File: src/hdl/flmq_pkg.sv
// ----------------------------------------------------------------------------
// flmq_pkg
// Shared types and constants for the five-level tagged message queue.
// ----------------------------------------------------------------------------
package flmq_pkg;

  localparam int CAPACITY_DEF      = 64;
  localparam int LEVELS_DEF        = 5;
  localparam int SENDER_WIDTH_DEF  = 8;
  localparam int PAYLOAD_WIDTH_DEF = 16;

  localparam int OP_W    = 2;
  localparam int LEVEL_W = 3;
  localparam int COUNT_W = 7;
  localparam int KIND_W  = 3;
  localparam int MAX_OUT = 64;

  typedef enum logic [OP_W-1:0] {
    OP_SEND     = 2'd0,
    OP_ANNOUNCE = 2'd1,
    OP_REMOVE   = 2'd2,
    OP_PROMOTE  = 2'd3
  } op_t;

  typedef enum logic [KIND_W-1:0] {
    KIND_MSG     = 3'd0,
    KIND_SENT    = 3'd1,
    KIND_DROPPED = 3'd2,
    KIND_NONE    = 3'd3,
    KIND_REMOVED = 3'd4,
    KIND_PROMOTED = 3'd5
  } kind_t;

  typedef enum logic [2:0] {
    S_IDLE,
    S_SEND_WR,
    S_ANN_RD,
    S_ANN_PROC,
    S_WALK_START,
    S_WALK,
    S_EMIT
  } state_t;

endpackage

File: src/hdl/five_level_tagged_message_queue_top.sv
// ----------------------------------------------------------------------------
// five_level_tagged_message_queue_top
// Priority message queue: five FIFO levels linked through one shared store.
//
// Input channel (in_valid/in_stall) takes one command item: send, announce,
// remove sender or promote sender. Output channel (out_valid/out_stall)
// returns result items; the final result of a command carries last = 1.
// Commands are handled one at a time; in_stall stays high while a command
// is in progress. A finished result sits in the output register, so the
// next command is taken while it waits to be accepted.
// Steps per command:
//   send             read the free-list head's link, then write the entry
//   announce         one store read and one emitted result per message
//   remove, promote  one store read per stored entry on the walked levels,
//                    plus a start step per walked level
// The store is three single-port-write, registered-read memories; the walk
// rate is set by one store read per cycle. Level heads, tails and counts
// live in registers. Reset empties all levels at once; no clearing pass is
// needed because unused entries are handed out by a fill counter first.
// When the receiver stalls, the result and the command hold until taken.
// ----------------------------------------------------------------------------
module five_level_tagged_message_queue_top
  import flmq_pkg::*;
#(
  parameter int CAPACITY      = CAPACITY_DEF,
  parameter int LEVELS        = LEVELS_DEF,
  parameter int SENDER_WIDTH  = SENDER_WIDTH_DEF,
  parameter int PAYLOAD_WIDTH = PAYLOAD_WIDTH_DEF
) (
  input  logic                     clk,
  input  logic                     rst,
  input  logic                     in_valid,
  output logic                     in_stall,
  input  logic [OP_W-1:0]          operation,
  input  logic [SENDER_WIDTH-1:0]  sender_id,
  input  logic [LEVEL_W-1:0]       level,
  input  logic [PAYLOAD_WIDTH-1:0] payload,
  input  logic [COUNT_W-1:0]       count,
  output logic                     out_valid,
  input  logic                     out_stall,
  output logic [KIND_W-1:0]        result_kind,
  output logic [SENDER_WIDTH-1:0]  msg_sender,
  output logic [LEVEL_W-1:0]       msg_level,
  output logic [PAYLOAD_WIDTH-1:0] msg_payload,
  output logic [COUNT_W-1:0]       affected_count,
  output logic                     last
);

  localparam int IDX_W = $clog2(CAPACITY);
  localparam int CNT_W = $clog2(CAPACITY + 1);
  localparam int LV_W  = (LEVELS > 1) ? $clog2(LEVELS) : 1;
  localparam logic [CNT_W-1:0]   CAP_C   = CNT_W'(CAPACITY);
  localparam logic [LV_W-1:0]    LV_TOP  = LV_W'(LEVELS - 1);
  localparam logic [LV_W-1:0]    LV_SUB  = LV_W'(LEVELS - 2);
  localparam logic [COUNT_W-1:0] K_FINAL = COUNT_W'(MAX_OUT - 1);

  // store
  logic [SENDER_WIDTH-1:0]  sender_mem  [CAPACITY];
  logic [PAYLOAD_WIDTH-1:0] payload_mem [CAPACITY];
  logic [IDX_W-1:0]         next_mem    [CAPACITY];
  logic                     rd_en;
  logic [IDX_W-1:0]         rd_addr;
  logic [SENDER_WIDTH-1:0]  q_sender;
  logic [PAYLOAD_WIDTH-1:0] q_payload;
  logic [IDX_W-1:0]         q_next;
  logic                     ent_we;
  logic [IDX_W-1:0]         ent_wa;
  logic                     nx_we;
  logic [IDX_W-1:0]         nx_wa;
  logic [IDX_W-1:0]         nx_wd;

  // control registers
  state_t                   state, state_next;
  op_t                      op_r, op_r_next;
  logic [SENDER_WIDTH-1:0]  snd_r, snd_r_next;
  logic [LV_W-1:0]          lvl_r, lvl_r_next;
  logic [PAYLOAD_WIDTH-1:0] pay_r, pay_r_next;
  logic [COUNT_W-1:0]       cnt_r, cnt_r_next;
  logic [COUNT_W-1:0]       k_r, k_r_next;
  kind_t                    kind_r, kind_r_next;
  logic [IDX_W-1:0]         head [LEVELS];
  logic [IDX_W-1:0]         head_next [LEVELS];
  logic [IDX_W-1:0]         tail [LEVELS];
  logic [IDX_W-1:0]         tail_next [LEVELS];
  logic [CNT_W-1:0]         lcount [LEVELS];
  logic [CNT_W-1:0]         lcount_next [LEVELS];
  logic [IDX_W-1:0]         free_head, free_head_next;
  logic [CNT_W-1:0]         fresh, fresh_next;
  logic [CNT_W-1:0]         stored, stored_next;
  logic [LV_W-1:0]          walk_lv, walk_lv_next;
  logic [CNT_W-1:0]         walk_left, walk_left_next;
  logic [CNT_W-1:0]         hits, hits_next;
  logic [IDX_W-1:0]         cur, cur_next;

  // output register
  logic                     out_valid_next;
  logic [KIND_W-1:0]        result_kind_next;
  logic [SENDER_WIDTH-1:0]  msg_sender_next;
  logic [LEVEL_W-1:0]       msg_level_next;
  logic [PAYLOAD_WIDTH-1:0] msg_payload_next;
  logic [COUNT_W-1:0]       affected_count_next;
  logic                     last_next;

  logic                     out_free;
  logic [LV_W-1:0]          top_lv;

  assign out_free = !out_valid || !out_stall;
  assign in_stall = (state != S_IDLE);

  always_comb begin
    top_lv = '0;
    for (int i = 0; i < LEVELS; i++) begin
      if (lcount[i] != '0) top_lv = LV_W'(i);
    end
  end

  always_ff @(posedge clk) begin
    if (rd_en) begin
      q_sender  <= sender_mem[rd_addr];
      q_payload <= payload_mem[rd_addr];
      q_next    <= next_mem[rd_addr];
    end
    if (ent_we) begin
      sender_mem[ent_wa]  <= snd_r;
      payload_mem[ent_wa] <= pay_r;
    end
    if (nx_we) next_mem[nx_wa] <= nx_wd;
  end

  always_comb begin
    logic             accept;
    logic             use_fresh;
    logic [IDX_W-1:0] idx;
    logic [LV_W-1:0]  dst;
    logic             hit;
    logic             lv_done;

    accept    = in_valid && !in_stall;
    use_fresh = (fresh != CAP_C);
    idx       = '0;
    dst       = '0;
    hit       = 1'b0;
    lv_done   = 1'b0;

    state_next     = state;
    op_r_next      = op_r;
    snd_r_next     = snd_r;
    lvl_r_next     = lvl_r;
    pay_r_next     = pay_r;
    cnt_r_next     = cnt_r;
    k_r_next       = k_r;
    kind_r_next    = kind_r;
    head_next      = head;
    tail_next      = tail;
    lcount_next    = lcount;
    free_head_next = free_head;
    fresh_next     = fresh;
    stored_next    = stored;
    walk_lv_next   = walk_lv;
    walk_left_next = walk_left;
    hits_next      = hits;
    cur_next       = cur;

    rd_en   = 1'b0;
    rd_addr = cur;
    ent_we  = 1'b0;
    ent_wa  = '0;
    nx_we   = 1'b0;
    nx_wa   = '0;
    nx_wd   = '0;

    out_valid_next      = out_valid && out_stall;
    result_kind_next    = result_kind;
    msg_sender_next     = msg_sender;
    msg_level_next      = msg_level;
    msg_payload_next    = msg_payload;
    affected_count_next = affected_count;
    last_next           = last;

    case (state)
      S_IDLE: begin
        if (accept) begin
          op_r_next  = op_t'(operation);
          snd_r_next = sender_id;
          pay_r_next = payload;
          cnt_r_next = count;
          k_r_next   = '0;
          hits_next  = '0;
          if (32'(level) >= LEVELS) lvl_r_next = LV_TOP;
          else                      lvl_r_next = LV_W'(level);
          case (op_t'(operation))
            OP_SEND: begin
              if (stored == CAP_C) begin
                kind_r_next = KIND_DROPPED;
                state_next  = S_EMIT;
              end else begin
                // pop the free list head's link in case it is needed
                rd_en      = 1'b1;
                rd_addr    = free_head;
                state_next = S_SEND_WR;
              end
            end
            OP_ANNOUNCE: begin
              if (count == '0 || stored == '0) begin
                kind_r_next = KIND_NONE;
                state_next  = S_EMIT;
              end else begin
                state_next = S_ANN_RD;
              end
            end
            OP_REMOVE: begin
              walk_lv_next = '0;
              state_next   = S_WALK_START;
            end
            default: begin
              walk_lv_next = LV_SUB;
              state_next   = S_WALK_START;
            end
          endcase
        end
      end

      S_SEND_WR: begin
        if (use_fresh) begin
          idx        = fresh[IDX_W-1:0];
          fresh_next = fresh + 1'b1;
        end else begin
          idx            = free_head;
          free_head_next = q_next;
        end
        ent_we = 1'b1;
        ent_wa = idx;
        if (lcount[lvl_r] != '0) begin
          nx_we = 1'b1;
          nx_wa = tail[lvl_r];
          nx_wd = idx;
        end else begin
          head_next[lvl_r] = idx;
        end
        tail_next[lvl_r]   = idx;
        lcount_next[lvl_r] = lcount[lvl_r] + 1'b1;
        stored_next        = stored + 1'b1;
        kind_r_next        = KIND_SENT;
        state_next         = S_EMIT;
      end

      S_ANN_RD: begin
        rd_en        = 1'b1;
        rd_addr      = head[top_lv];
        cur_next     = head[top_lv];
        walk_lv_next = top_lv;
        state_next   = S_ANN_PROC;
      end

      S_ANN_PROC: begin
        if (out_free) begin
          out_valid_next      = 1'b1;
          result_kind_next    = KIND_MSG;
          msg_sender_next     = q_sender;
          msg_level_next      = LEVEL_W'(walk_lv);
          msg_payload_next    = q_payload;
          affected_count_next = '0;
          last_next = (stored == CNT_W'(1)) || (cnt_r == COUNT_W'(1)) || (k_r == K_FINAL);
          head_next[walk_lv]   = q_next;
          lcount_next[walk_lv] = lcount[walk_lv] - 1'b1;
          stored_next          = stored - 1'b1;
          // return the entry to the free list
          nx_we          = 1'b1;
          nx_wa          = cur;
          nx_wd          = free_head;
          free_head_next = cur;
          cnt_r_next     = cnt_r - 1'b1;
          k_r_next       = k_r + 1'b1;
          state_next     = last_next ? S_IDLE : S_ANN_RD;
        end
      end

      S_WALK_START: begin
        walk_left_next       = lcount[walk_lv];
        lcount_next[walk_lv] = '0;
        cur_next             = head[walk_lv];
        if (lcount[walk_lv] != '0) begin
          rd_en      = 1'b1;
          rd_addr    = head[walk_lv];
          state_next = S_WALK;
        end else begin
          lv_done = 1'b1;
        end
      end

      S_WALK: begin
        hit = (q_sender == snd_r);
        if (hit) hits_next = hits + 1'b1;
        if (hit && op_r == OP_REMOVE) begin
          nx_we          = 1'b1;
          nx_wa          = cur;
          nx_wd          = free_head;
          free_head_next = cur;
          stored_next    = stored - 1'b1;
        end else begin
          // rebuild this level, or append to the level above
          dst = hit ? walk_lv + 1'b1 : walk_lv;
          if (lcount_next[dst] != '0) begin
            nx_we = 1'b1;
            nx_wa = tail[dst];
            nx_wd = cur;
          end else begin
            head_next[dst] = cur;
          end
          tail_next[dst]   = cur;
          lcount_next[dst] = lcount_next[dst] + 1'b1;
        end
        walk_left_next = walk_left - 1'b1;
        if (walk_left != CNT_W'(1)) begin
          rd_en    = 1'b1;
          rd_addr  = q_next;
          cur_next = q_next;
        end else begin
          lv_done = 1'b1;
        end
      end

      S_EMIT: begin
        if (out_free) begin
          out_valid_next      = 1'b1;
          result_kind_next    = kind_r;
          msg_sender_next     = '0;
          msg_level_next      = '0;
          msg_payload_next    = '0;
          affected_count_next = COUNT_W'(hits);
          last_next           = 1'b1;
          state_next          = S_IDLE;
        end
      end

      default: state_next = S_IDLE;
    endcase

    // advance to the next level of a remove or promote walk
    if (lv_done) begin
      if (op_r == OP_REMOVE) begin
        if (walk_lv == LV_TOP) begin
          kind_r_next = KIND_REMOVED;
          state_next  = S_EMIT;
        end else begin
          walk_lv_next = walk_lv + 1'b1;
          state_next   = S_WALK_START;
        end
      end else begin
        if (walk_lv == '0) begin
          kind_r_next = KIND_PROMOTED;
          state_next  = S_EMIT;
        end else begin
          walk_lv_next = walk_lv - 1'b1;
          state_next   = S_WALK_START;
        end
      end
    end
  end

  always_ff @(posedge clk) begin
    if (rst) begin
      state     <= S_IDLE;
      out_valid <= 1'b0;
      free_head <= '0;
      fresh     <= '0;
      stored    <= '0;
      for (int i = 0; i < LEVELS; i++) begin
        head[i]   <= '0;
        tail[i]   <= '0;
        lcount[i] <= '0;
      end
    end else begin
      state     <= state_next;
      out_valid <= out_valid_next;
      free_head <= free_head_next;
      fresh     <= fresh_next;
      stored    <= stored_next;
      head      <= head_next;
      tail      <= tail_next;
      lcount    <= lcount_next;
    end
  end

  always_ff @(posedge clk) begin
    op_r           <= op_r_next;
    snd_r          <= snd_r_next;
    lvl_r          <= lvl_r_next;
    pay_r          <= pay_r_next;
    cnt_r          <= cnt_r_next;
    k_r            <= k_r_next;
    kind_r         <= kind_r_next;
    walk_lv        <= walk_lv_next;
    walk_left      <= walk_left_next;
    hits           <= hits_next;
    cur            <= cur_next;
    result_kind    <= result_kind_next;
    msg_sender     <= msg_sender_next;
    msg_level      <= msg_level_next;
    msg_payload    <= msg_payload_next;
    affected_count <= affected_count_next;
    last           <= last_next;
  end

endmodule

File: config.mk
export PLATFORM = sky130hd
export DESIGN_NAME = five_level_tagged_message_queue_top
export DESIGN_NICKNAME = d
export VERILOG_FILES = /design/src/hdl/flmq_pkg.sv /design/src/hdl/five_level_tagged_message_queue_top.sv
export SDC_FILE = /design/constraint.sdc
export NUM_CORES = 2
export LEC_CHECK = 0
export ABC_AREA = 0
export BUFFER_PORTS_ARGS = -buffer_cell sky130_fd_sc_hd__buf_4
export CAP_MARGIN = 20
export CELL_PAD_IN_SITES_DETAIL_PLACEMENT = 0
export CELL_PAD_IN_SITES_GLOBAL_PLACEMENT = 2
export CORE_MARGIN = 2
export CORE_UTILIZATION = 45
export CTS_BUF_LIST = sky130_fd_sc_hd__clkbuf_16
export CTS_CLUSTER_DIAMETER = 60
export DETAILED_ROUTE_END_ITERATION = 10
export MAX_ROUTING_LAYER = met4
export PLACE_DENSITY = 0.77
export SYNTH_ARGS = -nofsm -noshare
export SYNTH_HDL_FRONTEND = slang
export SYNTH_SLANG_ARGS = --single-unit
export TNS_END_PERCENT = 10
File: constraint.sdc
create_clock -name clk -period 6.45 [get_ports clk]
set_input_delay 0.645 -clock clk [delete_from_list [all_inputs] [get_ports clk]]
set_output_delay 0.645 -clock clk [all_outputs]
set_load 0.01 [all_outputs]
=== Word-level counts from Yosys, hierarchy flattened ===
Memory sizes are Yosys's and may differ from the RTL's. A register that Yosys moved wholly into a read port is not among the register bits.
Index checks and enable logic that the tools add are counted.

* Flip-flop bits (word level): 226
* Bits in latches: 0
* Bits in writable memories: 1920
* ROM bits: 0
* Input port bits: 40
* Word-level logic and storage cells: 302
* Memories: 3

* Add/subtract/negate cells: 12
* Multipliers: 0
* Divide/modulo/power cells: 0
* $lt $le $gt $ge: 8
* Eq/ne operators: 31
* Shift-type cells: 0
* Multiplexer cells: 158
* Bitwise logic cells: 6
* Reductions and logical operators: 47

{| class="wikitable"
|+ Memory list
! memory !! depth !! width !! read ports !! clocked after Yosys merged registers in !! write ports !! RTL line !! RTL
|-
| payload_mem || 64 || 16 || 1 || 1 || 1 || five_level_tagged_message_queue_top.sv:59 || <nowiki>logic [PAYLOAD_WIDTH-1:0] payload_mem [CAPACITY];</nowiki>
|-
| sender_mem || 64 || 8 || 1 || 1 || 1 || five_level_tagged_message_queue_top.sv:58 || <nowiki>logic [SENDER_WIDTH-1:0] sender_mem [CAPACITY];</nowiki>
|-
| next_mem || 64 || 6 || 1 || 1 || 1 || five_level_tagged_message_queue_top.sv:60 || <nowiki>logic [IDX_W-1:0] next_mem [CAPACITY];</nowiki>
|}

{| class="wikitable"
|+ Operators with widths
! kind !! number
|-
| 6-bit two-way mux || 30
|-
| 30-bit bitwise mux || 5
|-
| 30-bit two-way mux || 5
|-
| 35-bit case mux with 4 select lines || 1
|-
| 7-bit two-way mux || 18
|-
| 35-bit bitwise mux || 3
|-
| 30-bit case mux with 3 select lines || 1
|-
| 3-bit two-way mux || 26
|-
| 6-bit binary-select mux with 3-bit select || 4
|-
| 6-bit case mux with 3 select lines || 4
|-
| 35-bit two-way mux || 2
|-
| 7-bit case mux with 2 select lines || 5
|-
| 7-bit binary-select mux with 3-bit select || 3
|-
| 7-bit demux with 3-bit select || 3
|-
| 30-bit case mux with 2 select lines || 1
|-
| 6-bit demux with 3-bit select || 3
|-
| 7-bit nonzero test || 7
|-
| 7-bit by 1-bit adder with 7-bit output, second input constant || 6
|-
| 3-bit case mux with 2 select lines || 7
|-
| 35-bit bitwise AND || 1
|-
| 35-bit NOT || 1
|-
| 16-bit two-way mux || 2
|-
| 16-bit case mux with 2 select lines || 1
|-
| 7-bit by 1-bit subtractor with 7-bit output, second input constant || 4
|-
| 43 further kinds || 119
|}

=== Longest topological paths before layout ===
* Word-level depth: 12
* Gate-level depth with buffers: 24
* Mapped depth without buffers: 14

=== Worst setup path before layout ===
OpenSTA, ideal clock, no wires.

* Kind: register -> register
* Start: reg snd_r[4]
* End: mem next_mem[0][0] (netlist name) (data pin)
* Arrival time: 5.079 ns
* Setup slack: 0.804 ns
* Stages on the path, launching flop included: 12
* Path buffers: 1
* Clock period less this slack: 5.646 ns
* Path through: edfxtp_1 -> xnor2_1 -> and4_1 -> clkbuf_1 -> nand2_1 -> mux2i_1 -> nand2_1 -> o221a_1 -> ha_1 -> nand3_1 -> o211ai_1 -> o221ai_1

* Longest elaborated chain between the ends: 10
* Elaborated cells on any way between the ends: 11
* Those cells by class: eq/ne: 1; mux: 7; bitwise: 1; reduce/logical: 2

{| class="wikitable"
|+ Ends and longest elaborated chain
! item !! RTL line !! RTL
|-
| start, declared || five_level_tagged_message_queue_top.sv:75 || <nowiki>logic [SENDER_WIDTH-1:0] snd_r, snd_r_next;</nowiki>
|-
| start signal, assigned || five_level_tagged_message_queue_top.sv:387 || <nowiki>snd_r <= snd_r_next;</nowiki>
|-
| 8-bit equality test * || five_level_tagged_message_queue_top.sv:292 || <nowiki>hit = (q_sender == snd_r);</nowiki>
|-
| 3-bit two-way mux || five_level_tagged_message_queue_top.sv:302 || <nowiki>dst = hit ? walk_lv + 1'b1 : walk_lv;</nowiki>
|-
| 3-bit NOT with 4-bit output (implied by the code) || five_level_tagged_message_queue_top.sv:303 || <nowiki>if (lcount_next[dst] != '0) begin</nowiki>
|-
| 7-bit binary-select mux with 3-bit select || five_level_tagged_message_queue_top.sv:303 ||
|-
| 7-bit two-way mux (implied by the code) (2 in a row) || five_level_tagged_message_queue_top.sv:303 ||
|-
| 7-bit nonzero test || five_level_tagged_message_queue_top.sv:303 ||
|-
| 6-bit two-way mux || five_level_tagged_message_queue_top.sv:303 ||
|-
| 6-bit two-way mux * || five_level_tagged_message_queue_top.sv:294 || <nowiki>if (hit && op_r == OP_REMOVE) begin</nowiki>
|-
| 6-bit case mux with 3 select lines * || five_level_tagged_message_queue_top.sv:180 || <nowiki>case (state)</nowiki>
|-
| named net nx_wd[0] || five_level_tagged_message_queue_top.sv:70 || <nowiki>logic [IDX_W-1:0] nx_wd;</nowiki>
|-
| end, declared || five_level_tagged_message_queue_top.sv:60 ||
|}

The timed path passes the listed nets; every way through them passes the cells marked *. The select of a mux whose other input is x is not followed.

=== Worst setup path in the final report ===
* Start: reg walk_lv[1]
* End: reg q_sender[0], read port of sender_mem (data pin)

* Longest elaborated chain between the ends: 7
* Elaborated cells on any way between the ends: 12
* Those cells by class: mux: 10; bitwise: 1; reduce/logical: 1

{| class="wikitable"
|+ Ends and longest elaborated chain
! item !! RTL line !! RTL
|-
| start, declared || five_level_tagged_message_queue_top.sv:90 || <nowiki>logic [LV_W-1:0] walk_lv, walk_lv_next;</nowiki>
|-
| start signal, assigned || five_level_tagged_message_queue_top.sv:393 || <nowiki>walk_lv <= walk_lv_next;</nowiki>
|-
| 3-bit NOT with 4-bit output (implied by the code) * || five_level_tagged_message_queue_top.sv:282, five_level_tagged_message_queue_top.sv:284 ||
|-
| 7-bit binary-select mux with 3-bit select || five_level_tagged_message_queue_top.sv:282 || <nowiki>if (lcount[walk_lv] != '0) begin</nowiki>
|-
| 7-bit two-way mux (implied by the code) (2 in a row) || five_level_tagged_message_queue_top.sv:282 ||
|-
| 7-bit nonzero test || five_level_tagged_message_queue_top.sv:282 ||
|-
| 6-bit two-way mux / 1-bit two-way mux (equally long branches) || five_level_tagged_message_queue_top.sv:282 ||
|-
| 6-bit case mux with 4 select lines / 1-bit case mux with 4 select lines (equally long branches) || five_level_tagged_message_queue_top.sv:180 ||
|-
| end, declared || five_level_tagged_message_queue_top.sv:63 || <nowiki>logic [SENDER_WIDTH-1:0] q_sender;</nowiki>
|}

Every way passes the cells marked *; elsewhere a longest branch is shown, timed or not. The select of a mux whose other input is x is not followed.
A chain may end at the register's enable or synchronous reset.

==> impl_metrics.tcl <==
set metrics [dict create \
    outcome "complete, no violations" \
    synthesis.area_sq_mm 0.0902 \
    ys_seq_area_frac 0.710 \
    r2r_cells 14 \
    yosysMostFrequentCell "edfxtp_1" \
    yosys.area_share.adder 0.00291 \
    wl_met3_mm 21.6 \
    synthArstFlopShare 0 \
    cp_data_arrival_time_ps 6650 \
    ios 80 \
    critPathLaunch "walk_lv[1]$_DFF_P_" \
    synth.avg_cell_area_sq_um 13.2 \
    fmax_mhz 164 \
    worst_pin_slew_ps 1170 \
    synth.distinct_cells 91 \
    post-dp-hpwl_mm 181 \
    viasPerCell 6.06 \
    drcViolationCount 0 \
    synthTopCellsByArea "edfxtp_1 (68%), nand2_1 (6.3%), mux2i_1 (4.1%)" \
    finClkSkew_ps 73.9 \
    internal_power_uw 31200 \
    dieArea_sq_mm 0.204 \
    synth_flop_cell "edfxtp_1" \
    synth_top_area_frac 0.683 \
    antenna_found_initial 9 \
    synth_top_cell_by_area "edfxtp_1" \
    place.gp.congestion 0.982 \
    end_kind "flop" \
    die_x_um 452 \
    final_antenna_net_count 0 \
    clk_latency_ps 900 \
    rsz0062_at_grt "no" \
    cts_hold_buf 24 \
    cts-root-buf "clkbuf_16" \
    dr_wl_met2_mm 138 \
    p_switching_uw 22600 \
    p_clk_frac 0.241 \
    setup_tns_ps 0 \
    hold_violations 0 \
    core_region_area_sq_mm 0.199 \
    crit_type "flop to flop" \
    p_leak_uw 0.0360 \
    swShare 0.421 \
    drtIter0Drc 7698 \
    post_cts_buffers 0 \
    grt_pass1_wl_mm 424 \
    grt_max_degree 163 \
    max_slew_margin 0.211 \
    final_nets 7145 \
    critical_path_peak_fanout 37 \
    min_path_type "primary input to flop" \
    vdd_drop_max_mv 0.508 \
    synth_top_family_by_area "simple AND/OR/NAND/NOR gates" \
    numCtsBuffers 229 \
    area_growth_pct 14.6 \
    wire_per_inst_um 29.9 \
    cts_sinks 2176 \
    pwr-share-seq 0.327 \
    drt-met1-wl_mm 124 \
    ys_ff_latch 2176 \
    synth-compound-area-share 0.0829 \
    ys.warnings.count 0 \
    cts_tree "done" \
    cap_violations 0 \
    power_density_mw_per_mm2 521 \
    synth_simple_gate_area_share 0.131 \
    total_power_uw 53800 \
    grtUsageTotal 0.296 \
    io_buffers 79 \
    synth_cells 6855 \
    layout-drive-gt1-share 0.121 \
    timing.final.crit_share 0.947 \
    clk_pin_slew_ps 70 \
    r2r-end "q_sender[0]$_DFFE_PP_" \
    cts_resized 0 \
    reg2reg_slack_ps 340 \
    num_vias 60300 \
    die_h_um 452 \
    grt_pass1_vias 57800 \
    top_layer "met4" \
    r2r_start "walk_lv[1]$_DFF_P_" \
    stdcell_count 9940 \
    slew_violations 0 \
    synth_commonest_cells "edfxtp_1 (2,051), nand2_1 (1,517), mux2i_1 (368)" \
    synth_edf_count 2051 \
    dp_cells 9485 \
    synthMuxAreaShare 0.0459 \
    comb_power_share 0.431 \
    row_count 164 \
    fillCellCount 16900 \
    cts_buffer_depth 3 \
    syn_nets 6916 \
    synth-xor-area-share 0.00524 \
    min_period_ps 6110 \
    finalWirelength_mm 297 \
    required_ps 6990 \
    setup_viol 0 \
    firstDrtPassIters 8 \
    cts_htree_levels 4 \
    setup.worst_path.end "q_sender[0]$_DFFE_PP_" \
    initial_core_util 0.452 \
    grt_remaining_overflow 0 \
    cp-start-kind "flop" \
]
==> through the flow <==
step / area [sq um] / hold WS, ps / setup slack, ps / util
final: 103000 / 52.6 / 340 / 0.518
after global routing: 103000 / 27.8 / 99.4 / 0.518
after CTS: 103000 / 3.82 / 371 / 0.518
after detailed placement: 95700 / 469 / 369 / 0.480
after global placement: 95700 / 471 / 420 / 0.480
after floorplan: 90200 / 432 / 804 / -
==> worst max-delay path: stages (launching register included) <==
cell      delay [ps]
dfxtp_1          490
buf_4            260
mux2_2           380
a221oi_4         380
and4bb_1         350
and3_1           450
mux2i_1          400
and2_4           640
buf_12           320
buf_12           270
mux2i_1          210
a32oi_1           70
and3_1           220
or4_1            590
or4_1            690
==> flip-flops by register name, summed over array words and instances (netlist names), 8 cells and up <==
signal       count
payload_mem   1024
q_sender         8
next_mem       384
msg_payload     16
tail            30
q_payload       16
pay_r           16
snd_r            8
head            30
sender_mem     512
msg_sender       8
lcount          35
==> worst min path at each step <==
stage	from	slack [ps]	cells after the start	endpoint
finish	count[6]	50	3	cnt_r[6]$_DFFE_PP_
global route	sender_id[6]	30	1	snd_r[6]$_DFFE_PP_
detailed placement	kind_r[1]$_DFF_P_	470	2	kind_r[1]$_DFF_P_
global placement	kind_r[1]$_DFF_P_	470	2	kind_r[1]$_DFF_P_
CTS	count[6]	4	3	cnt_r[6]$_DFFE_PP_
floorplan	kind_r[1]$_DFF_P_	430	2	kind_r[1]$_DFF_P_
==> metal layers <==
| metal | GRT usage | up-vias |
|---|---|---|
| met5 | - | - |
| met4 | 0.120 | 0 |
| met3 | 0.0395 | 589 |
| met2 | 0.455 | 2592 |
| met1 | 0.400 | 30600 |
| li1 | - | 26400 |
==> cells by family after synthesis <==
| group | Yosys count |
|---|---|
| xor+xnor | 54 |
| simple gates | 2692 |
| mux | 396 |
| buf+inv | 479 |
| fa+ha+maj | 21 |
| flops | 2176 |
| compound gates | 1037 |
==> cell type report <==
type | instances | area, sq um | share of cell area
Clock buffer | 229 | 5730 | 0.0554
Timing Repair Buffer | 433 | 3820 | 0.0370
Sequential cell | 2176 | 64100 | 0.620
Multi-Input combinational cell | 4200 | 24500 | 0.237
Tap cell | 2656 | 3320 | 0.0321
Inverter | 44 | 165 | 0.00160
Clock inverter | 196 | 1700 | 0.0165
Antenna cell | 6 | 15.0 | 0.000145
==> cell usage in the layout (no fill, tap or decap), types with 41 or more instances in the layout <==
master / n
nand4_1: 138
nand3_1: 312
clkbuf_16: 229
and2_1: 48
a21oi_1: 238
nand2_1: 1515
a32oi_1: 212
nor2_1: 299
dfxtp_1: 125
nor2_2: 66
mux2i_1: 366
nor3_1: 59
o21ai_0: 94
buf_12: 41
clkinv_1: 58
o22ai_1: 60
and3_1: 45
buf_4: 368
inv_1: 89
or4_1: 65
edfxtp_1: 2051
o211ai_1: 136
==> power by group through the flow <==
| stage | combinational [uW] | sequential (uW) | clock (uW) |
|---|---|---|---|
| after floorplan | 13200 | 17800 | 0 |
| after global placement | 23000 | 17900 | 0 |
| after detailed placement | 23100 | 17900 | 0 |
| after CTS | 23200 | 17600 | 13200 |
| after global routing | 24700 | 17600 | 13700 |
| final | 23200 | 17600 | 13000 |
Note: power is estimated with default switching activity, not from simulation.
